### config.mk
export PLATFORM = sky130hd
export DESIGN_NAME = sus_enc
export DESIGN_NICKNAME = d
export VERILOG_FILES = /design/src/rtl/core/sus_pkg.sv /design/src/rtl/core/sus_enc.sv
export SDC_FILE = /design/constraint.sdc
export NUM_CORES = 1
export LEC_CHECK = 0
export BUFFER_PORTS_ARGS = -buffer_cell sky130_fd_sc_hd__clkbuf_2
export CORE_AREA = 3 3 40 42
export DETAILED_ROUTE_END_ITERATION = 10
export DIE_AREA = 0 0 43 45
export GPL_TIMING_DRIVEN = 0
export PLACE_DENSITY = 0.91
export SYNTH_ARGS = -nofsm -noshare
export SYNTH_HDL_FRONTEND = slang
export SYNTH_SLANG_ARGS = --single-unit
### constraint.sdc
create_clock -name vclk -period 4.5
set_input_delay 0.45 -clock vclk [all_inputs]
set_output_delay 0.45 -clock vclk [all_outputs]
set_load 0.1 [all_outputs]
### src/rtl/core/sus_pkg.sv
// Shared types, constants and helpers of the sorted unique set insert block.
// No dependencies; imported by every module of the block.
package sus_pkg;

  localparam int CAPACITY = 64;
  localparam int VAL_W    = 31;
  localparam int POS_W    = 6;
  localparam int CNTF_W   = 7;
  localparam int CNT_W    = $clog2(CAPACITY + 1);

  localparam logic [CNT_W-1:0] CNT_FULL = CNT_W'(CAPACITY);

  typedef enum logic [1:0] {
    ST_INSERTED = 2'd0,
    ST_PRESENT  = 2'd1,
    ST_DROPPED  = 2'd2
  } status_e;

  // Data handed from one cell to the next one up
  typedef struct packed {
    logic             lt;
    logic [VAL_W-1:0] entry;
  } cell_link_t;

  // Per-cell search flags
  typedef struct packed {
    logic bnd;
    logic hit;
  } cell_flag_t;

  // Clamp a slot number to the position field
  function automatic logic [POS_W-1:0] sat_pos(input logic [CNT_W-1:0] v);
    logic [POS_W-1:0] r;
    if (32'(v) > ((32'd1 << POS_W) - 32'd1)) begin
      r = '1;
    end else begin
      r = POS_W'(v);
    end
    return r;
  endfunction

  // Clamp an entry count to the count field
  function automatic logic [CNTF_W-1:0] sat_cnt(input logic [CNT_W-1:0] v);
    logic [CNTF_W-1:0] r;
    if (32'(v) > ((32'd1 << CNTF_W) - 32'd1)) begin
      r = '1;
    end else begin
      r = CNTF_W'(v);
    end
    return r;
  endfunction

endpackage

### src/rtl/core/sus_enc.sv
// Encodes the one-hot boundary flags of the cell chain into a slot number.
// Depends on sus_pkg for the capacity and widths.
module sus_enc
  import sus_pkg::*;
(
  input  logic [CAPACITY-1:0] bnd_i,
  output logic [CNT_W-1:0]    pos_o
);

  // OR together the indices of set flags; no flag means past the last slot
  always_comb begin
    pos_o = '0;
    for (int i = 0; i < CAPACITY; i++) begin
      if (bnd_i[i]) begin
        pos_o = pos_o | CNT_W'(i);
      end
    end
    if (!(|bnd_i)) begin
      pos_o = CNT_FULL;
    end
  end

endmodule

# ---- Word-level counts from Yosys, hierarchy flattened
# Cells that the tools add are included.
dict set report word_totals {
  reg_bits 0
  out_inout_bits 7
  word_cells 65
}
dict set report op_classes {
  mux 64
  n_reduce_logical 1
}
# op n
set op_table {}
lappend op_table {{$mux W6} 32}
lappend op_table {{$mux W5} 16}
lappend op_table {{$reduce_or A64 Y1} 1}
lappend op_table {{$mux W4} 8}
lappend op_table {{$mux W3} 4}
lappend op_table {{$mux W7} 1}
lappend op_table {{$mux W2} 2}
lappend op_table {{$mux W1} 1}

# ---- Longest topological paths before layout
# Gate-level depths: netlist of run 1.
dict set report depth {
  word_depth 64
  mapped_depth 4
}

# ---- Least setup slack after synthesis of run 1
# OpenSTA, ideal clock, no wires.
dict set report synth_path {
  kind {input-to-output}
  from {input bnd_i[52]}
  to {output pos_o[6]}
  arrival_time_ns 2.312
  required_ns 4.050
  setup_slack_ns 1.738
  stages 4
  path_buffers 0
  path_cell_list {or4_1 > or3_1 > nor4_1 > and3_1}
}
dict set report synth_between {
  elab_chain_len 2
}
# element line_no
set synth_rtl {}
lappend synth_rtl {{start, declared} sus_enc.sv:6} ;# input logic [CAPACITY-1:0] bnd_i,
lappend synth_rtl {{$reduce_or A64 Y1} sus_enc.sv:18} ;# if (!(|bnd_i)) begin
lappend synth_rtl {{$mux W7} sus_enc.sv:18}
lappend synth_rtl {{end, declared} sus_enc.sv:7} ;# output logic [CNT_W-1:0] pos_o
# No other way between the ends.

# ---- Final worst setup path of run 1
# Ends and elaborated chain as after synthesis.

==> results of run 1 <==
==> path summary, 6_finish.rpt <==
path	slack, ns	to	start
worst max-delay path	1.78	pos_o[6]	bnd_i[52]
worst min-delay path	1.53	pos_o[6]	bnd_i[0]
==> stage by stage <==
stage / hold WS, ns / setup WS, ns / utilization [%]
2_1_floorplan: 1.40 / 1.74 / -
3_3_place_gp: 1.52 / 1.79 / 54.4
3_5_place_dp: 1.53 / 1.78 / 54.4
4_1_cts: 1.53 / 1.78 / 54.4
5_1_grt: 1.56 / 1.66 / 54.4
6_report: 1.53 / 1.78 / 54.4
==> per-layer routing <==
layer	share of wire (%)	wire length [um]
met5	0	0
met4	0	0
met2	49	951
met1	40	788
met3	11	214
==> cell usage after synthesis <==
library cell  count
or3_1             1
or2_2             1
nor4_1           24
and3_1            1
nand3_1           3
nor3b_1           1
nand4b_1          1
and4_1            1
nor2_1            5
nand4_1           6
nand2_1           4
or4_1             2
nor3_1            6
==> cell usage in the layout (no fill, tap or decap), drive strengths merged <==
cell type  instances
and3               1
and4               1
clkbuf            71
nand2              4
nand3              3
nand4              6
nand4b             1
nor2               5
nor3               6
nor3b              1
nor4              24
or2                1
or3                1
or4                2
==> power by group <==
part	total, W	internal [W]	switching (W)
Sequential	0	0	0
Combinational	0.0000429	0.0000235	0.0000194
Clock	0	0	0
Total	0.0000429	0.0000235	0.0000194
==> logic make-up (layout without fill, tap and decap cells) <==
| group | Yosys count | after routing | synth area share (%) |
|---|---|---|---|
| AND/OR/NAND/NOR | 56 | 56 | 100 |
| buffers and inverters | 0 | 71 | 0 |
==> layout make-up <==
| type | instances | area [sq um] | area share (%) |
|---|---|---|---|
| Multi-Input combinational cell | 56 | 325 | 46.5 |
| Tap cell | 15 | 18.8 | 2.68 |
| Timing Repair Buffer | 71 | 355 | 50.8 |
==> flow_summary.ini, run 1 <==
[floorplanning]
start_util_pct = 25.3
rows = 13
pin_count = 71
die_w_um = 43
die_area_sq_mm = 0.00194
core_sq_mm = 0.00128
die_y_um = 45

[grt]
grt_max_degree = 4
grt_usage_pct = 19.7
grt_pass1_wl_mm = 3.13
grt_use_met1_pct = 25.5
use_met2_pct = 37.4
gr-total-overflow = 0
grt.busiest_layer = met2
grt_pass1_vias = 751
grtUsageMet3_pct = 1.99
antenna_found_initial = 0

[setup_path]
critPathRequiredTime_ns = 4.05
critPathArrivalTime_ns = 2.27
critical_path_class = in -> out
cp_top_family = simple AND/OR/NAND/NOR gates
crit_path_top_delay_cell = or4_1
start_kind = input port
endpoint_kind = output port
cp_num_cells = 6
crit_path_frequent_cell = clkbuf_2
crit_chain = clkbuf_2 > or4_1 > or3_1 > nor4_1 > and3_1 > clkbuf_2
critPathMaxFanout = 2
cp_slowest_stage_delay_ns = 0.53
critPathBufInv = 2

[yosys]
syn-num-nets = 120
synthCells = 56
synth_area_sq_um = 325
ys_warn_count = 0
yosys.cell_types.count = 13
yosysTopAreaCellShare_pct = 46.2
yosysSeqAreaShare_pct = 0
syn_area_per_cell_sq_um = 5.81
synthTopCellsByArea = nor4_1 46%, nand4_1 12%, nor3_1 9.2%
yosys.area.top_type = nor4_1

[placement]
dpl.cell_count = 142
portBuffers = 71
place_congestion = 0.912
postPlaceCellArea_sq_um = 699
place_hpwl_mm = 1.86

[route]
first_iter_violations = 9
drt_pass1_iterations = 4
vias = 790
drt-total-wl_mm = 1.95
drcViolationCount = 0
wl_per_cell_um = 13.8
antenna_left = 0
via_per_inst = 5.56

[timing]
slew_violations = 0
hold_viol_final = 0
fin_crit_ns = 2.72
worst_pin_slew_ns = 0.552
relSlewSlack_pct = 63.4
fin_crit_sh_pct = 60.4
setup_viol = 0
fmax_mhz = 368
fin_setup_tns_ns = 0
rsz0062_at_grt = no

[final_layout]
antenna_cells = 0
area_growth_pct = 115
clock_buffers = 0
layout.cells.non_filler = 142
drive_gt1_share_pct = 56.7
postLayoutCellArea_sq_um = 699
nFlopsAndLatches = 0
layout.nets = 193
fillers = 128
regArea_sq_um = 0

[cts]
postCtsSetupBuffers = 0
cts-hold-fix-buffers = 0
post_cts_resized = 0

[run]
drv_cap = 0

[hold_path]
whs_path_depth = 4
hp-class = in -> out

[pwr]
powerDensity_mw_per_mm2 = 61.3
leakagePower_nw = 0.331
p_total_w = 0.0000429
peakVddDrop_mv = 0.0316

[outcome]
status = completed
Note: power is estimated with default switching activity, not from simulation.
==> run 2: changes to the inputs <==
--- a/config.mk
+++ b/config.mk
@@ -5,12 +5,13 @@
 export SDC_FILE = /design/constraint.sdc
 export NUM_CORES = 1
 export LEC_CHECK = 0
+export ABC_AREA = 1
 export BUFFER_PORTS_ARGS = -buffer_cell sky130_fd_sc_hd__clkbuf_2
-export CORE_AREA = 3 3 40 42
+export CORE_MARGIN = 3
+export CORE_UTILIZATION = 35
 export DETAILED_ROUTE_END_ITERATION = 10
-export DIE_AREA = 0 0 43 45
 export GPL_TIMING_DRIVEN = 0
-export PLACE_DENSITY = 0.91
+export PLACE_DENSITY = 0.93
 export SYNTH_ARGS = -nofsm -noshare
 export SYNTH_HDL_FRONTEND = slang
 export SYNTH_SLANG_ARGS = --single-unit
==> constraint.sdc (replaced) <==
create_clock -name vclk -period 2.6
set_input_delay 0.26 -clock vclk [all_inputs]
set_output_delay 0.26 -clock vclk [all_outputs]
set_load 0.1 [all_outputs]
==> flow_summary.ini, run 2 <==
[setup_path]
critPathRequiredTime_ns = 2.34
critPathMaxFanout = 2
critical_path_class = in -> out
crit_chain = clkbuf_2 > or2_1 > nor2_2 > nand2_1 > nor2_2 > nand2_1 > nor2_2 > clkbuf_2
cp_slowest_stage_delay_ns = 0.45
crit_path_frequent_cell = nor2_2
endpoint_kind = output port
crit_path_top_delay_cell = clkbuf_2
critPathArrivalTime_ns = 1.45
start_kind = input port

[final_layout]
final_cell_mix = 71 x clkbuf_2, 42 x nor2_1, 30 x nand2_1
drive_gt1_share_pct = 46.4
area_growth_pct = 62.9
fin_util_pct = 62.4
clock_buffers = 0
layout.nets = 275
regArea_sq_um = 0
layout.cells.non_filler = 225
postLayoutCellArea_sq_um = 972
antenna_cells = 0
final_common_cell = clkbuf_2
nFlopsAndLatches = 0

[yosys]
synthTopCellsByArea = nor2_1 26%, nand2_1 19%, inv_2 10%
synth.most_common_cell = nor2_1
yosysTopAreaCellShare_pct = 26.4
synth.top_cells.by_count = 42 x nor2_1, 30 x nand2_1, 16 x inv_2
ys_warn_count = 0
synth_area_sq_um = 597
yosysSeqAreaShare_pct = 0
syn_area_per_cell_sq_um = 4.32
synthCells = 138
yosys.area.top_type = nor2_1
yosys.cell_types.count = 17
syn-num-nets = 202

[timing]
hold_ws_ns = 1.21
relSlewSlack_pct = 63.8
fmax_mhz = 585
setup_viol = 0
worst_pin_slew_ns = 0.545
fin_crit_sh_pct = 65.7
rsz0062_at_grt = no
hold_viol_final = 0
slew_violations = 0
fin_crit_ns = 1.71
fin_setup_tns_ns = 0

[floorplanning]
start_util_pct = 38.3
die_area_sq_mm = 0.00224
die_w_um = 47.3
core_sq_mm = 0.00156
rows = 14
pin_count = 71
die_y_um = 47.3

[placement]
postPlaceCellArea_sq_um = 972
dpl.cell_count = 225
place_congestion = 0.877
place_hpwl_mm = 1.82
portBuffers = 71

[hold_path]
hold_path.startpoint = bnd_i[40]
whs_path_depth = 7
min_to = pos_o[6]
hp-class = in -> out

[route]
via_per_inst = 4.34
antenna_left = 0
drt_pass1_iterations = 4
first_iter_violations = 10
wl_per_cell_um = 8.26
drt-total-wl_mm = 1.86
drcViolationCount = 0
vias = 976

[grt]
grt_pass1_wl_mm = 2.76
grt_pass1_vias = 751
gr-total-overflow = 0
grt_usage_pct = 16.2
antenna_found_initial = 0
grt_max_degree = 4

[cts]
cts-hold-fix-buffers = 0
postCtsSetupBuffers = 0
post_cts_resized = 0

[pwr]
peakVddDrop_mv = 0.0560
powerDensity_mw_per_mm2 = 98.6
leakagePower_nw = 0.574

[run]
drv_cap = 0

[outcome]
status = completed
## run 2: cell count changes in the layout (fill, tap and decap cells not counted), moves of 2 or more
cell / before / now
nor4_1: 24 / 0
nand2_1: 4 / 30
nor2_2: 0 / 5
clkinv_1: 0 / 2
and2_1: 0 / 2
inv_1: 0 / 13
nor2_1: 5 / 42
or4_1: 2 / 0
nand4_1: 6 / 4
nand2_2: 0 / 3
nand3b_1: 0 / 2
inv_2: 0 / 16
nand3_1: 3 / 7
## run 2: stage by stage
step / total power (W) / setup WS (ns)
floorplan: 0.0000368 / 0.406
global placement: 0.0000952 / 0.898
detailed placement: 0.0000965 / 0.882
CTS: 0.0000970 / 0.878
global route: 0.000110 / 0.811
finish: 0.0000959 / 0.892
## run 2: worst max path at each step
| stage | slack (ns) | start | cells after the start | endpoint |
|---|---|---|---|---|
| 3_5_place_dp | 0.88 | bnd_i[4] | 8 | pos_o[6] |
| 5_1_grt | 0.81 | bnd_i[6] | 8 | pos_o[6] |
| 2_1_floorplan | 0.41 | bnd_i[61] | 6 | pos_o[6] |
| 6_report | 0.89 | bnd_i[4] | 8 | pos_o[6] |
| 4_1_cts | 0.88 | bnd_i[4] | 8 | pos_o[6] |
| 3_3_place_gp | 0.90 | bnd_i[4] | 8 | pos_o[6] |
## run 2: logic make-up after synthesis
family,count (synthesis),share of synthesized area [%]
AND/OR/NAND/NOR,107,80.5
buffers and inverters,31,19.5
## run 2: area by class of cell
type                            count  area (sq um)
Timing Repair Buffer               71           355
Fill cell                         172           587
Multi-Input combinational cell    107           480
Tap cell                           16          20.0
Inverter                           31           116
## run 2: per-layer routing
layer	part of all wire, %	up-vias	global-route usage (%)
li1	-	553	-
met1	44	382	22.2
met2	46	41	29.1
met3	10	0	0.766
met4	0	0	0
met5	0	-	0
## run 2: worst max-delay path: cells and delay by family
kind	cells	cell delay [ns]
buf+inv	2	0.52
simple gates	6	0.67
## run 2: power breakdown
group          internal [W]  switching, W
combinational     0.0000505     0.0000454
clock                     0             0
sequential                0             0
total             0.0000505     0.0000454
==> run 3: changes to the inputs <==
==> constraint.sdc (replaced) <==
create_clock -name vclk -period 1.7
set_input_delay 0.17 -clock vclk [all_inputs]
set_output_delay 0.17 -clock vclk [all_outputs]
set_load 0.1 [all_outputs]
==> flow_summary.ini, run 3 (synthesis results as in run 2) <==
[outcome]
status = completed

[floorplanning]
rows = 14
die_area_sq_mm = 0.00224
start_util_pct = 38.3
core_sq_mm = 0.00156
pin_count = 71
die_y_um = 47.3
die_w_um = 47.3

[setup_path]
critPathBufInv = 2
start_kind = input port
critPathArrivalTime_ns = 1.37
cp_top_family = simple AND/OR/NAND/NOR gates
critPathRequiredTime_ns = 1.53
crit_chain = clkbuf_2 > nor2_2 > and2_2 > nand2_2 > nor2_4 > nand2_4 > nor2_4 > clkbuf_2
endpoint_kind = output port
crit_path_top_delay_cell = clkbuf_2
critical_path_class = in -> out
critPathMaxFanout = 2
cp_slowest_stage_delay_ns = 0.45

[route]
wl_per_cell_um = 8.90
vias = 1003
drt_pass1_iterations = 4
first_iter_violations = 21
drcViolationCount = 0
via_per_inst = 4.46
drt-total-wl_mm = 2.00
antenna_left = 0

[cts]
postCtsSetupBuffers = 0
cts-hold-fix-buffers = 0
post_cts_resized = 0

[hold_path]
min_to = pos_o[0]
whs_path_depth = 6
hold_path.startpoint = bnd_i[1]
hp-class = in -> out

[grt]
gr-total-overflow = 0
antenna_found_initial = 0
grt_pass1_vias = 838
grt_usage_pct = 17.3
grt_pass1_wl_mm = 2.93
grt_max_degree = 4

[final_layout]
layout.cells.non_filler = 225
clock_buffers = 0
final_common_cell = clkbuf_2
fin_util_pct = 63.0
area_growth_pct = 64.6
nFlopsAndLatches = 0
drive_gt1_share_pct = 46.4
final_cell_mix = 71 x clkbuf_2, 42 x nor2_1, 30 x nand2_1
regArea_sq_um = 0
antenna_cells = 0
layout.nets = 275

[placement]
portBuffers = 71
place_hpwl_mm = 1.95
place_congestion = 0.880
dpl.cell_count = 225

[timing]
hold_viol_final = 0
fmax_mhz = 651
relSlewSlack_pct = 63.8
setup_viol = 0
rsz0062_at_grt = no
worst_pin_slew_ns = 0.545
fin_crit_ns = 1.54
slew_violations = 0
fin_setup_tns_ns = 0
fin_crit_sh_pct = 90.4

[run]
drv_cap = 0

[pwr]
powerDensity_mw_per_mm2 = 151
peakVddDrop_mv = 0.0882
leakagePower_nw = 0.590
run 3: how the worst max path moves through the flow:
| stage | startpoint | end | slack [ns] | cells after the start |
|---|---|---|---|---|
| 6_report | bnd_i[61] | pos_o[6] | 0.16 | 8 |
| 2_1_floorplan | bnd_i[35] | pos_o[6] | 0.15 | 7 |
| 4_1_cts | bnd_i[61] | pos_o[6] | 0.15 | 8 |
| 3_3_place_gp | bnd_i[4] | pos_o[6] | 0.16 | 8 |
| 5_1_grt | bnd_i[35] | pos_o[6] | 0.08 | 9 |
| 3_5_place_dp | bnd_i[61] | pos_o[6] | 0.15 | 8 |
run 3: final cells by class:
type	instances	area (sq um)
multi-input combinational	107	490
timing repair buffer	71	355
fill	193	577
inverter	31	116
tap	16	20.0
run 3: per-layer routing:
metal | part of all wire, % | vias up | GRT usage, %
li1 | - | 553 | -
met1 | 44 | 399 | 21.1
met2 | 45 | 51 | 34.5
met3 | 12 | 0 | 0.766
met4 | 0 | 0 | 0
met5 | 0 | - | 0
run 3: through the flow:
step | setup WS [ns] | area, sq um | total power [W] | hold WS [ns]
2_1_floorplan | 0.146 | 607 | 0.0000563 | 0.735
3_5_place_dp | 0.149 | 982 | 0.000149 | 1.05
4_1_cts | 0.149 | 982 | 0.000149 | 1.06
6_report | 0.164 | 982 | 0.000148 | 1.05
5_1_grt | 0.0817 | 982 | 0.000169 | 1.10
3_3_place_gp | 0.162 | 982 | 0.000146 | 1.05
run 3: report_power, final:
group / internal [W] / total, W / switching (W)
Sequential: 0 / 0 / 0
Combinational: 0.0000772 / 0.000148 / 0.0000709
Clock: 0 / 0 / 0
