## config.mk

```make
export PLATFORM = sky130hd
export DESIGN_NAME = sus_cell
export DESIGN_NICKNAME = d
export VERILOG_FILES = /design/src/rtl/core/sus_pkg.sv /design/src/rtl/core/sus_cell.sv
export SDC_FILE = /design/constraint.sdc
export NUM_CORES = 1
export LEC_CHECK = 0
export BUFFER_PORTS_ARGS = -buffer_cell sky130_fd_sc_hd__buf_2
export CAP_MARGIN = 25
export CORE_MARGIN = 3
export CORE_UTILIZATION = 43
export CTS_CLUSTER_SIZE = 12
export DETAILED_ROUTE_END_ITERATION = 6
export GPL_ROUTABILITY_DRIVEN = 1
export PLACE_DENSITY = 0.77
export SLEW_MARGIN = 15
export SYNTH_ARGS = -nofsm -noshare
export SYNTH_HDL_FRONTEND = slang
export SYNTH_SLANG_ARGS = --single-unit
```

## constraint.sdc

```tcl
create_clock -name clk_i -period 6.03 [get_ports clk_i]
set_clock_uncertainty 0.1 [all_clocks]
set_input_delay 1.809 -clock clk_i [delete_from_list [all_inputs] [get_ports clk_i]]
set_output_delay 1.809 -clock clk_i [all_outputs]
set_load 0.005 [all_outputs]
```

## src/rtl/core/sus_pkg.sv

```systemverilog
// Shared types, constants and helpers of the sorted unique set insert block.
// No dependencies; imported by every module of the block.
package sus_pkg;

  localparam int CAPACITY = 64;
  localparam int VAL_W    = 31;
  localparam int POS_W    = 6;
  localparam int CNTF_W   = 7;
  localparam int CNT_W    = $clog2(CAPACITY + 1);

  localparam logic [CNT_W-1:0] CNT_FULL = CNT_W'(CAPACITY);

  typedef enum logic [1:0] {
    ST_INSERTED = 2'd0,
    ST_PRESENT  = 2'd1,
    ST_DROPPED  = 2'd2
  } status_e;

  // Data handed from one cell to the next one up
  typedef struct packed {
    logic             lt;
    logic [VAL_W-1:0] entry;
  } cell_link_t;

  // Per-cell search flags
  typedef struct packed {
    logic bnd;
    logic hit;
  } cell_flag_t;

  // Clamp a slot number to the position field
  function automatic logic [POS_W-1:0] sat_pos(input logic [CNT_W-1:0] v);
    logic [POS_W-1:0] r;
    if (32'(v) > ((32'd1 << POS_W) - 32'd1)) begin
      r = '1;
    end else begin
      r = POS_W'(v);
    end
    return r;
  endfunction

  // Clamp an entry count to the count field
  function automatic logic [CNTF_W-1:0] sat_cnt(input logic [CNT_W-1:0] v);
    logic [CNTF_W-1:0] r;
    if (32'(v) > ((32'd1 << CNTF_W) - 32'd1)) begin
      r = '1;
    end else begin
      r = CNTF_W'(v);
    end
    return r;
  endfunction

endpackage

```

## src/rtl/core/sus_cell.sv

```systemverilog
// One compare-and-shift cell of the sorted set chain.
// Depends on sus_pkg for the link and flag types.
module sus_cell
  import sus_pkg::*;
(
  input  logic             clk_i,
  input  logic             ins_en_i,
  input  logic             occ_i,
  input  logic [VAL_W-1:0] x_i,
  input  cell_link_t       prev_i,
  output cell_link_t       link_o,
  output cell_flag_t       flag_o
);

  logic [VAL_W-1:0] entry_q;
  logic             lt;

  // Compare the held entry against the incoming value
  assign lt           = occ_i && (entry_q < x_i);
  assign link_o.lt    = lt;
  assign link_o.entry = entry_q;

  // First slot not below the value; a hit there means a duplicate
  assign flag_o.bnd = !lt && prev_i.lt;
  assign flag_o.hit = flag_o.bnd && occ_i && (entry_q == x_i);

  // Take the new value at the boundary, shift up above it
  always_ff @(posedge clk_i) begin
    if (ins_en_i) begin
      if (flag_o.bnd) begin
        entry_q <= x_i;
      end else if (!prev_i.lt) begin
        entry_q <= prev_i.entry;
      end
    end
  end

endmodule

```

# [Word level (Yosys, flattened, before mapping)]
# Index checks and enable logic that the tools add are counted.
[word_totals] reg_bits=31 latch_bits=0 ramBits=0 romBits=0 inputBits=66 output_inout_bits=34 wordCells=12 n_memories=0
[classes] n_addsub=0 mul=0 div=0 magnitude_cmp=1 n_eq_ne=2 shifts=0 muxes=2 bitwise=0 n_reduce_logical=6
[ops] op="$mux W31" n=2
[ops] op="$eq A31 B31 Y1" n=1
[ops] op="$lt A31 B31 Y1" n=1
[ops] op="$logic_and A1 B1 Y1" n=4
[ops] op="$ne A2 B1 Y1 const B" n=1
[ops] op="$reduce_and A2 Y1" n=1
[ops] op="$logic_not A1 Y1" n=1

# [Depth between registers and ports, before layout]
# Gate-level depths: netlist of run 1.
[depth] depth_word=6 mapped_depth=9 ltp_nobuf=8

# [Worst setup path before layout of run 1]
# OpenSTA, ideal clock, no wires.
[synth_path] path_type="input to register" start="input port x_i[29]" end="register entry_q[0], enable pin" setup_time_ns=0.467 t_arrival_ns=5.360 t_required_ns=5.463 slack_ns=0.103 cell_stages=8 path_buffers=0 path_cell_list="inv_1 ha_1 nand4_2 nor4_2 inv_1 nor3_4 a21oi_1 a21boi_0"
[synth_via] elab_chain_len=6
[synth_rtl] element="from (decl)" line_no="sus_cell.sv:9" rtl="input logic [VAL_W-1:0] x_i,"
[synth_rtl] element="$lt A31 B31 Y1" line_no="sus_cell.sv:19" rtl="assign lt = occ_i && (entry_q < x_i);"
[synth_rtl] element="$logic_and A1 B1 Y1" line_no="sus_cell.sv:19"
[synth_rtl] element="net lt" line_no="sus_cell.sv:16" rtl="logic lt;"
[synth_rtl] element="$logic_not A1 Y1" line_no="sus_cell.sv:24" rtl="assign flag_o.bnd = !lt && prev_i.lt;"
[synth_rtl] element="$logic_and A1 B1 Y1" line_no="sus_cell.sv:24"
[synth_rtl] element="$ne A2 B1 Y1 (no source line)"
[synth_rtl] element="$reduce_and A2 Y1 (no source line)"
[synth_rtl] element="to (signal assigned)" line_no="sus_cell.sv:31" rtl="entry_q <= x_i;"
[synth_rtl] element="to (signal assigned)" line_no="sus_cell.sv:33" rtl="entry_q <= prev_i.entry;"
[synth_rtl] element="to (decl)" line_no="sus_cell.sv:15" rtl="logic [VAL_W-1:0] entry_q;"
# The timed path passes the listed nets, and every way through them passes these cells.
# A chain may end at the register's enable or synchronous reset.

==> flow_summary.ini, run 1 <==
[run_status]
status = finished, final reports clean

[detailed_routing]
antenna_left = 0
routedWlPerCell_um = 14.0
firstDrtPassIters = 4
drt_drc_violations_left = 0
via_per_inst = 4.91
postRouteWirelength_mm = 5.07
drt-initial-drc-count = 67
num_vias = 1772

[sta]
relSlewSlack_pct = 71.1
grt_setup_unrepaired = false
max_freq_mhz = 184
setup_viol = 0
fin_crit_ns = 5.44
tightest_slew_ns = 0.433
post-route-period-util_pct = 90.3
setup_tns_ns = 0
hold_viol = 0
slew_viol_final = 0

[clocking]
clk_pin_slew_worst_paths_ns = 0.07
cts_setup_buffers = 0
cts_root_buf = clkbuf_8
cts_hold_buf = 0
clock-sinks = 31
cts_tree = yes
ctsResizeCount = 0
cts_made_buffers = 5
cts.path.max_buffers = 2
insertion_delay_ns = 0.29
cts-htree-levels = 2

[floorplanning]
fp-row-count = 25
coreArea_mm2 = 0.00491
die_area_mm2 = 0.00619
die_y_um = 78.7
start_util_pct = 46.2
die_w_um = 78.7
num_io_pins = 100

[place]
placed_cell_area_mm2 = 0.00283
place.gp.congestion = 0.777
io_buffers = 99
dp_hpwl_mm = 4.08
placedCellCount = 352

[final_layout]
reg_top3 = entry_q x31
largest_reg_flops = 31
final_common_cell = buf_2
drive_gt1_share_pct = 49.0
finalInstanceArea_mm2 = 0.00294
layout_common_cells = buf_2 (99), inv_1 (35), ha_1 (31), edfxtp_1 (31), mux2_4 (28)
largest_register = entry_q
antenna_cells = 0
fillCellCount = 439
fin_cells = 361
area_growth_pct = 29.7
nets = 390

[worst_setup_path]
critical_path.slowest_cell = nor4_2
critPathCapture = flag_o[0]
r2r_start = entry_q[24]$_DFFE_PP_
cp.required_ns = 4.12
slowest_delay_ns = 0.35
r2r_setup_slack_ns = 3.15
crit_path_end_kind = output port
rr_endpoint = entry_q[1]$_DFFE_PP_
arrival_ns = 3.53
critPathKind = in2out
crit_chain = buf_2, inv_1, ha_1, nand4_2, nor4_2, inv_1, nor3_4, a31oi_4, nor2_1, buf_2
cp_max_fo = 4
critPathLaunch = x_i[29]
cp-start-kind = input pin
reg2reg_depth = 8

[worst_hold_path]
hold_class = reg2reg

[pwr]
seqPwrFrac_pct = 45.5
combPwrFrac_pct = 27.9
switching_share_pct = 27.7
power_mw = 0.599
power_density_mw_per_mm2 = 203
p_int_mw = 0.433
clkPwrFrac_pct = 26.6
vdd_drop_max_v = 0.000103
cellLeakagePower_nw = 1.54
p_switching_mw = 0.166

[global_route]
grt_max_degree = 32
grt_pass1_wl_mm = 8.29
grt_overflow = 0
grt_use_total_pct = 17.2
antenna_found_initial = 0
grt_pass1_vias = 1934

[logic_synthesis]
syn_nets = 285
synth-seq-cells = 31
ys_types = 25
ys.warnings.count = 0
netlist_instances = 188
syn-cell-area_mm2 = 0.00227
yosysSeqAreaShare_pct = 41.0
syn-mean-instance-area_um2 = 12.1

[flow_run]
drv_cap = 0
## synth_stat cells, drive strengths merged
cell,instances,share of area [%]
a221oi,1,0.39
edfxtp,31,41
mux2,31,20
buf,4,1.8
nor2,4,0.66
a21boi,1,0.33
nand4,5,1.7
nand2,12,2.0
inv,35,5.8
a31oi,2,1.2
nor3,2,0.94
o211ai,1,0.33
a21oi,15,3.3
o21ai,5,1.1
nor4,1,0.55
nand3,4,0.88
nand2b,1,0.28
a211oi,1,0.33
nand3b,1,0.33
ha,31,17
## final cells by class
cell class / count / area, um2 / area share (%)
clock buffers: 7 / 76.3 / 2.59
clock inverters: 1 / 5.00 / 0.170
inverters: 35 / 131 / 4.46
multi-input cells: 118 / 1180 / 40.0
flip-flops and latches: 31 / 931 / 31.6
well taps: 67 / 83.8 / 2.85
repair buffers: 102 / 538 / 18.3
## cell families (layout without fill, tap and decap cells)
kind of cell / count (synthesis) / after routing / synth area share (%)
AOI/OAI and AO/OA: 26 / 26 / 7.00
adders and majority gates: 31 / 31 / 17.1
buffers and inverters: 39 / 145 / 7.61
DFF: 31 / 31 / 41.0
muxes: 31 / 31 / 20.0
and+or+nand+nor: 30 / 30 / 7.28
## layer usage
layer	up-vias	GRT usage (%)	share of wire, %
met2	66	30.2	49
met3	7	5.73	8.2
met1	815	19.3	42
met4	0	6.29	1.1
met5	-	0	0
li1	884	-	-
## how the worst min path moves through the flow
stage	from	endpoint	slack (ns)	depth (start not counted)
2_1_floorplan	entry_q[14]$_DFFE_PP_	entry_q[0]$_DFFE_PP_	1.04	5
3_3_place_gp	entry_q[14]$_DFFE_PP_	entry_q[29]$_DFFE_PP_	1.26	6
3_5_place_dp	entry_q[14]$_DFFE_PP_	entry_q[26]$_DFFE_PP_	1.27	6
4_1_cts	entry_q[14]$_DFFE_PP_	entry_q[26]$_DFFE_PP_	1.30	6
5_1_grt	entry_q[15]$_DFFE_PP_	entry_q[23]$_DFFE_PP_	1.40	5
6_report	entry_q[15]$_DFFE_PP_	entry_q[22]$_DFFE_PP_	1.30	5
## power groups by stage
| stage | clock, mW | combinational, mW | sequential, mW |
|---|---|---|---|
| after detailed placement | 0 | 0.165 | 0.277 |
| final | 0.159 | 0.167 | 0.272 |
| after global routing | 0.174 | 0.188 | 0.275 |
| after global placement | 0 | 0.160 | 0.276 |
| after floorplan | 0 | 0.101 | 0.279 |
| after CTS | 0.163 | 0.166 | 0.273 |
## metrics by stage
step,util (%),hold WS [ns],setup slack [ns]
6_report,59.9,1.30,0.587
5_1_grt,59.9,1.40,0.361
4_1_cts,59.4,1.30,0.540
3_5_place_dp,57.7,1.27,0.551
3_3_place_gp,57.7,1.26,0.548
2_1_floorplan,-,1.04,0.103
## critical path, delay by kind of cell
family | cells | cell delay [ns]
AO/OA/AOI/OAI | 1 | 0.13
buffers and inverters | 4 | 0.36
AND/OR/NAND/NOR | 4 | 0.89
adder cells (fa/ha/maj) | 1 | 0.32
No activity file was read; power rests on OpenSTA's default activity.
==> run 2, diff against run 1 <==
==> constraint.sdc (replaced) <==
create_clock -name clk_i -period 6.03 [get_ports clk_i]
set_clock_uncertainty 0.1 [all_clocks]
set_input_delay 0.9045 -clock clk_i [delete_from_list [all_inputs] [get_ports clk_i]]
set_output_delay 0.9045 -clock clk_i [all_outputs]
set_load 0.005 [all_outputs]
==> run 2 against run 1 <==
  * Maximum frequency grew 41%
  * Via count shrank 0.17%
  * Total power shrank 0.57%
  * Clock-buffer cell count is the same
  * Cell count shrank 0.28%
  * Largest cell class unchanged
  * Highest routed layer unchanged
==> flow_summary.ini, run 2 (synthesis results as in run 1) <==
[place]
io_buffers = 99
dp_hpwl_mm = 4.16
placedCellCount = 351
place.gp.congestion = 0.773

[clocking]
cts_tree = yes
insertion_delay_ns = 0.28
cts.path.max_buffers = 2
cts_made_buffers = 5
cts_setup_buffers = 0
clk_pin_slew_worst_paths_ns = 0.06
cts_hold_buf = 0
clock-sinks = 31
cts-htree-levels = 2
cts_root_buf = clkbuf_8
ctsResizeCount = 0

[sta]
setup_tns_ns = 0
fin_crit_ns = 3.86
hold_viol = 0
post-route-period-util_pct = 64.0
whs_ns = 0.824
setup_viol = 0
slew_viol_final = 0
grt_setup_unrepaired = false
tightest_slew_ns = 0.524
max_freq_mhz = 259
relSlewSlack_pct = 65.0

[worst_setup_path]
arrival_ns = 2.86
crit_family = compound AO/OA/AOI/OAI gates
cp-start-kind = input pin
critPathKind = in2out
path_buf_inv = 3
crit_chain = buf_2, inv_1, ha_1, a21oi_1, o21ai_0, a221oi_1, a31oi_1, a31oi_4, nor2_1, buf_2
slowest_delay_ns = 0.47
critical_path.slowest_cell = a31oi_4
cp_common_cell = buf_2
cp.required_ns = 5.03
crit_path_end_kind = output port
cp_max_fo = 11

[floorplanning]
fp-row-count = 25
die_area_mm2 = 0.00619
die_y_um = 78.7
coreArea_mm2 = 0.00491
start_util_pct = 46.2
num_io_pins = 100
die_w_um = 78.7

[pwr]
p_switching_mw = 0.163
vdd_drop_max_v = 0.000158
p_int_mw = 0.432
combPwrFrac_pct = 27.8
seqPwrFrac_pct = 45.8
cellLeakagePower_nw = 1.54
power_mw = 0.595
power_density_mw_per_mm2 = 203
clkPwrFrac_pct = 26.4
switching_share_pct = 27.4

[global_route]
grt_overflow = 0
grt_pass1_wl_mm = 8.42
grt_max_degree = 32
antenna_found_initial = 0
grt_pass1_vias = 1865
grt_use_total_pct = 17.3

[detailed_routing]
firstDrtPassIters = 4
via_per_inst = 4.91
num_vias = 1769
drt_drc_violations_left = 0
drt-initial-drc-count = 57
postRouteWirelength_mm = 5.10
routedWlPerCell_um = 14.2
antenna_left = 0

[worst_hold_path]
hold_class = in2reg

[final_layout]
largest_register = entry_q
reg_top3 = entry_q x31
largest_reg_flops = 31
fillCellCount = 442
antenna_cells = 0
final_common_cell = buf_2
area_growth_pct = 29.3
layout_common_cells = buf_2 (99), inv_1 (35), ha_1 (31), edfxtp_1 (31), mux2_4 (28)
drive_gt1_share_pct = 48.8
nets = 389
fin_cells = 360

[flow_run]
drv_cap = 0

[run_status]
status = finished, final reports clean
[run 2: changes by cell type in the layout (fill, tap and decap cells not counted), sizes merged]
cell / delta
buf: -1
[run 2: metrics by stage]
step	util [%]	setup WS, ns	instance area [um2]
after detailed placement	57.6	2.15	2830
final	59.8	2.17	2940
after floorplan	-	1.01	2270
after global placement	57.6	2.21	2830
after global routing	59.8	1.95	2940
after CTS	59.2	2.15	2910
[run 2: path summary, 6_finish.rpt]
path	slack, ns	cells past startpoint	from	endpoint
hold reg to reg	1.23	5	entry_q[14]$_DFFE_PP_	entry_q[16]$_DFFE_PP_
setup reg to reg	2.84	8	entry_q[24]$_DFFE_PP_	entry_q[1]$_DFFE_PP_
setup / recovery	2.17	10	x_i[26]	flag_o[0]
hold / removal	0.82	2	prev_i[9]	entry_q[9]$_DFFE_PP_
[run 2: power by group through the flow]
| stage | Combinational (mW) | Sequential, mW | Clock, mW |
|---|---|---|---|
| 6_report | 0.166 | 0.272 | 0.157 |
| 5_1_grt | 0.188 | 0.275 | 0.172 |
| 4_1_cts | 0.165 | 0.273 | 0.161 |
| 3_5_place_dp | 0.164 | 0.277 | 0 |
| 3_3_place_gp | 0.160 | 0.276 | 0 |
| 2_1_floorplan | 0.101 | 0.279 | 0 |
[run 2: cell type report]
| type | count | area, um2 | area share, % |
|---|---|---|---|
| Clock inverter | 1 | 5.00 | 0.171 |
| Sequential cell | 31 | 931 | 31.7 |
| Timing Repair Buffer | 101 | 531 | 18.1 |
| Inverter | 35 | 131 | 4.48 |
| Multi-Input combinational cell | 118 | 1180 | 40.1 |
| Clock buffer | 7 | 76.3 | 2.60 |
| Tap cell | 67 | 83.8 | 2.86 |
[run 2: metal layers]
layer / vias up / GRT usage [%] / share of wire [%]
met5: - / 0 / 0
met4: 0 / 4.02 / 1.2
met3: 8 / 5.39 / 8.4
met2: 73 / 30.8 / 49
met1: 805 / 20.0 / 41
li1: 883 / - / -
==> run 3, diff against run 2 <==
- ABC_AREA: unset -> 1
- CORE_UTILIZATION: 43 -> 45
- PLACE_DENSITY: 0.77 -> 0.76
- clock period: 6.03 -> 3.6 ns (I/O delays scaled with it)
==> run 3 against run 2 <==
  * Combinational power increased by 68%
  * Final area increased by 0.21%
  * Area after synthesis increased by 3.1%
  * First-iteration DRC count increased by 14%
  * Via count increased by 23%
  * Non-clock buffer count increased by 1
  * Sequential share of layout area decreased by 0.067 points
  * Critical path depth increased by 2
  * Die area decreased by 1.3%
==> flow_summary.ini, run 3 <==
[run_status]
status = finished, final reports clean

[sta]
max_freq_mhz = 347
worst_slack_ns = 0.719
whs_ns = 0.416
post-route-period-util_pct = 80.0
setup_viol = 0
slew_viol_final = 0
fin_crit_ns = 2.88
grt_setup_unrepaired = false
relSlewSlack_pct = 58.2
setup_tns_ns = 0
tightest_slew_ns = 0.627
hold_viol = 0

[floorplanning]
die_w_um = 78.1
start_util_pct = 48.0
die_y_um = 78.1
num_io_pins = 100
coreArea_mm2 = 0.00488
die_area_mm2 = 0.00610
fp-row-count = 25

[logic_synthesis]
synth_ff_type = edfxtp_1
yosys-top-cells-count = nand2_1 (103), inv_1 (48), nand3_1 (35)
ys.warnings.count = 0
yosysTopAreaCell = edfxtp_1
async_flop_share_pct = 0
synth-seq-cells = 31
syn-cell-area_mm2 = 0.00234
synth_top_area_share_pct = 39.8
yosysSeqAreaShare_pct = 39.8
synth_edf_count = 31
synth.most_common_cell = nand2_1
syn_nets = 393
ys_types = 21
netlist_instances = 296
syn-mean-instance-area_um2 = 7.91
synth.area.top_cells = edfxtp_1 (40%), ha_1 (17%), nand2_1 (17%)

[worst_setup_path]
crit_family = simple AND/OR/NAND/NOR gates
cp_common_cell = nand2_1
slowest_delay_ns = 0.41
arrival_ns = 2.24
crit_chain = ha_1, nand2_1, nor2_1, nand2_1, nor2_1, nand2_1, nand2_1, nand2_1, nand2_4, nand2_4, nor2_1, buf_2
cp-start-kind = register
critical_path.slowest_cell = edfxtp_1
cp.required_ns = 2.96
critPathKind = reg2out
path_buf_inv = 1
crit_path_end_kind = output port
cp_max_fo = 25

[place]
placed_cell_area_mm2 = 0.00286
place.gp.congestion = 0.734
post-place-ws_ns = 0.720
io_buffers = 99
dp_hpwl_mm = 4.40
placedCellCount = 454

[clocking]
cts_tree = yes
cts.path.max_buffers = 2
cts_made_buffers = 5
cts_root_buf = clkbuf_8
clock-sinks = 31
cts_setup_buffers = 0
cts-htree-levels = 2
clk_pin_slew_worst_paths_ns = 0.06
insertion_delay_ns = 0.28
ctsResizeCount = 0
cts_hold_buf = 0

[global_route]
grt_overflow = 0
grt_pass1_wl_mm = 9.28
grt_use_total_pct = 18.8
grt_max_degree = 34
grt_pass1_vias = 2143
antenna_found_initial = 0

[detailed_routing]
num_vias = 2180
postRouteWirelength_mm = 5.62
drt_drc_violations_left = 0
drt-initial-drc-count = 65
routedWlPerCell_um = 12.2
via_per_inst = 4.73
firstDrtPassIters = 4
antenna_left = 0

[final_layout]
reg_top3 = entry_q x31
area_growth_pct = 25.7
layout_common_cells = nand2_1 (103), buf_2 (99), inv_1 (48)
antenna_cells = 0
largest_register = entry_q
fillCellCount = 459
fin_cells = 461
multi_input_area_mm2 = 0.00115
largest_reg_flops = 31
finalInstanceArea_mm2 = 0.00294
final_common_cell = nand2_1
regArea_um2 = 931
nets = 491
drive_gt1_share_pct = 28.7
final_util_pct = 60.3

[pwr]
vdd_drop_max_v = 0.000188
cellLeakagePower_nw = 1.69
power_mw = 0.999
power_density_mw_per_mm2 = 340

[flow_run]
drv_cap = 0

[worst_hold_path]
hold_class = in2reg
-- run 3: cell types whose count changed in the layout (fill, tap and decap cells not counted), sizes merged, moves of 2 or more --
cell,previous run,this run
a21oi,15,9
a31oi,2,0
clkbuf,7,5
inv,35,49
mux2,31,0
nand2,12,106
nand3,4,35
nand4,5,2
nor2,4,14
o21ai,5,2
-- run 3: report_power, final --
| group | switching (mW) | leakage (nW) | internal, mW |
|---|---|---|---|
| Sequential | 0.0181 | 0.303 | 0.444 |
| Clock | 0.129 | 0.0414 | 0.128 |
| Combinational | 0.160 | 1.34 | 0.119 |
| Total | 0.307 | 1.69 | 0.692 |
-- run 3: cell families (layout without fill, tap and decap cells) --
family                     count (synthesis)  after routing  synth area share [%]
and+or+nand+nor                          161            161                  29.4
DFF                                       31             31                  39.8
AOI/OAI and AO/OA                         13             13                  2.99
adders and majority gates                 31             31                  16.6
buffers and inverters                     60            158                  11.2
-- run 3: area by class of cell --
cell class / count / area share (%)
Clock buffer: 5 / 2.34
Clock inverter: 2 / 0.298
Inverter: 49 / 6.25
Multi-Input combinational cell: 205 / 39.0
Sequential cell: 31 / 31.6
Tap cell: 67 / 2.85
Timing Repair Buffer: 102 / 17.6
-- run 3: final timing paths --
check / from / end / slack, ns / depth (start not counted)
max: entry_q[14]$_DFFE_PP_ / flag_o[0] / 0.72 / 12
min: prev_i[15] / entry_q[15]$_DFFE_PP_ / 0.42 / 3
max reg2reg: entry_q[14]$_DFFE_PP_ / entry_q[0]$_DFFE_PP_ / 1.01 / 12
min reg2reg: entry_q[18]$_DFFE_PP_ / entry_q[2]$_DFFE_PP_ / 1.18 / 9
-- run 3: worst reg2reg max path: stages, from the launching register on --
cell and delay [ns]:
edfxtp_1 0.41, ha_1 0.31, nand2_1 0.06, nor2_1 0.15, nand2_1 0.11, nor2_1 0.12
nand2_1 0.07, nand2_1 0.05, nand2_1 0.07, nand2_4 0.25, o21bai_1 0.11, inv_1 0.06
buf_4 0.37
-- run 3: per-layer routing --
layer | GRT usage, % | vias to the layer above | share of wire, %
li1 | - | 1145 | -
met1 | 22.4 | 971 | 42
met2 | 34.4 | 57 | 51
met3 | 2.87 | 7 | 5.5
met5 | 0 | - | 0
met4 | 6.47 | 0 | 1.4
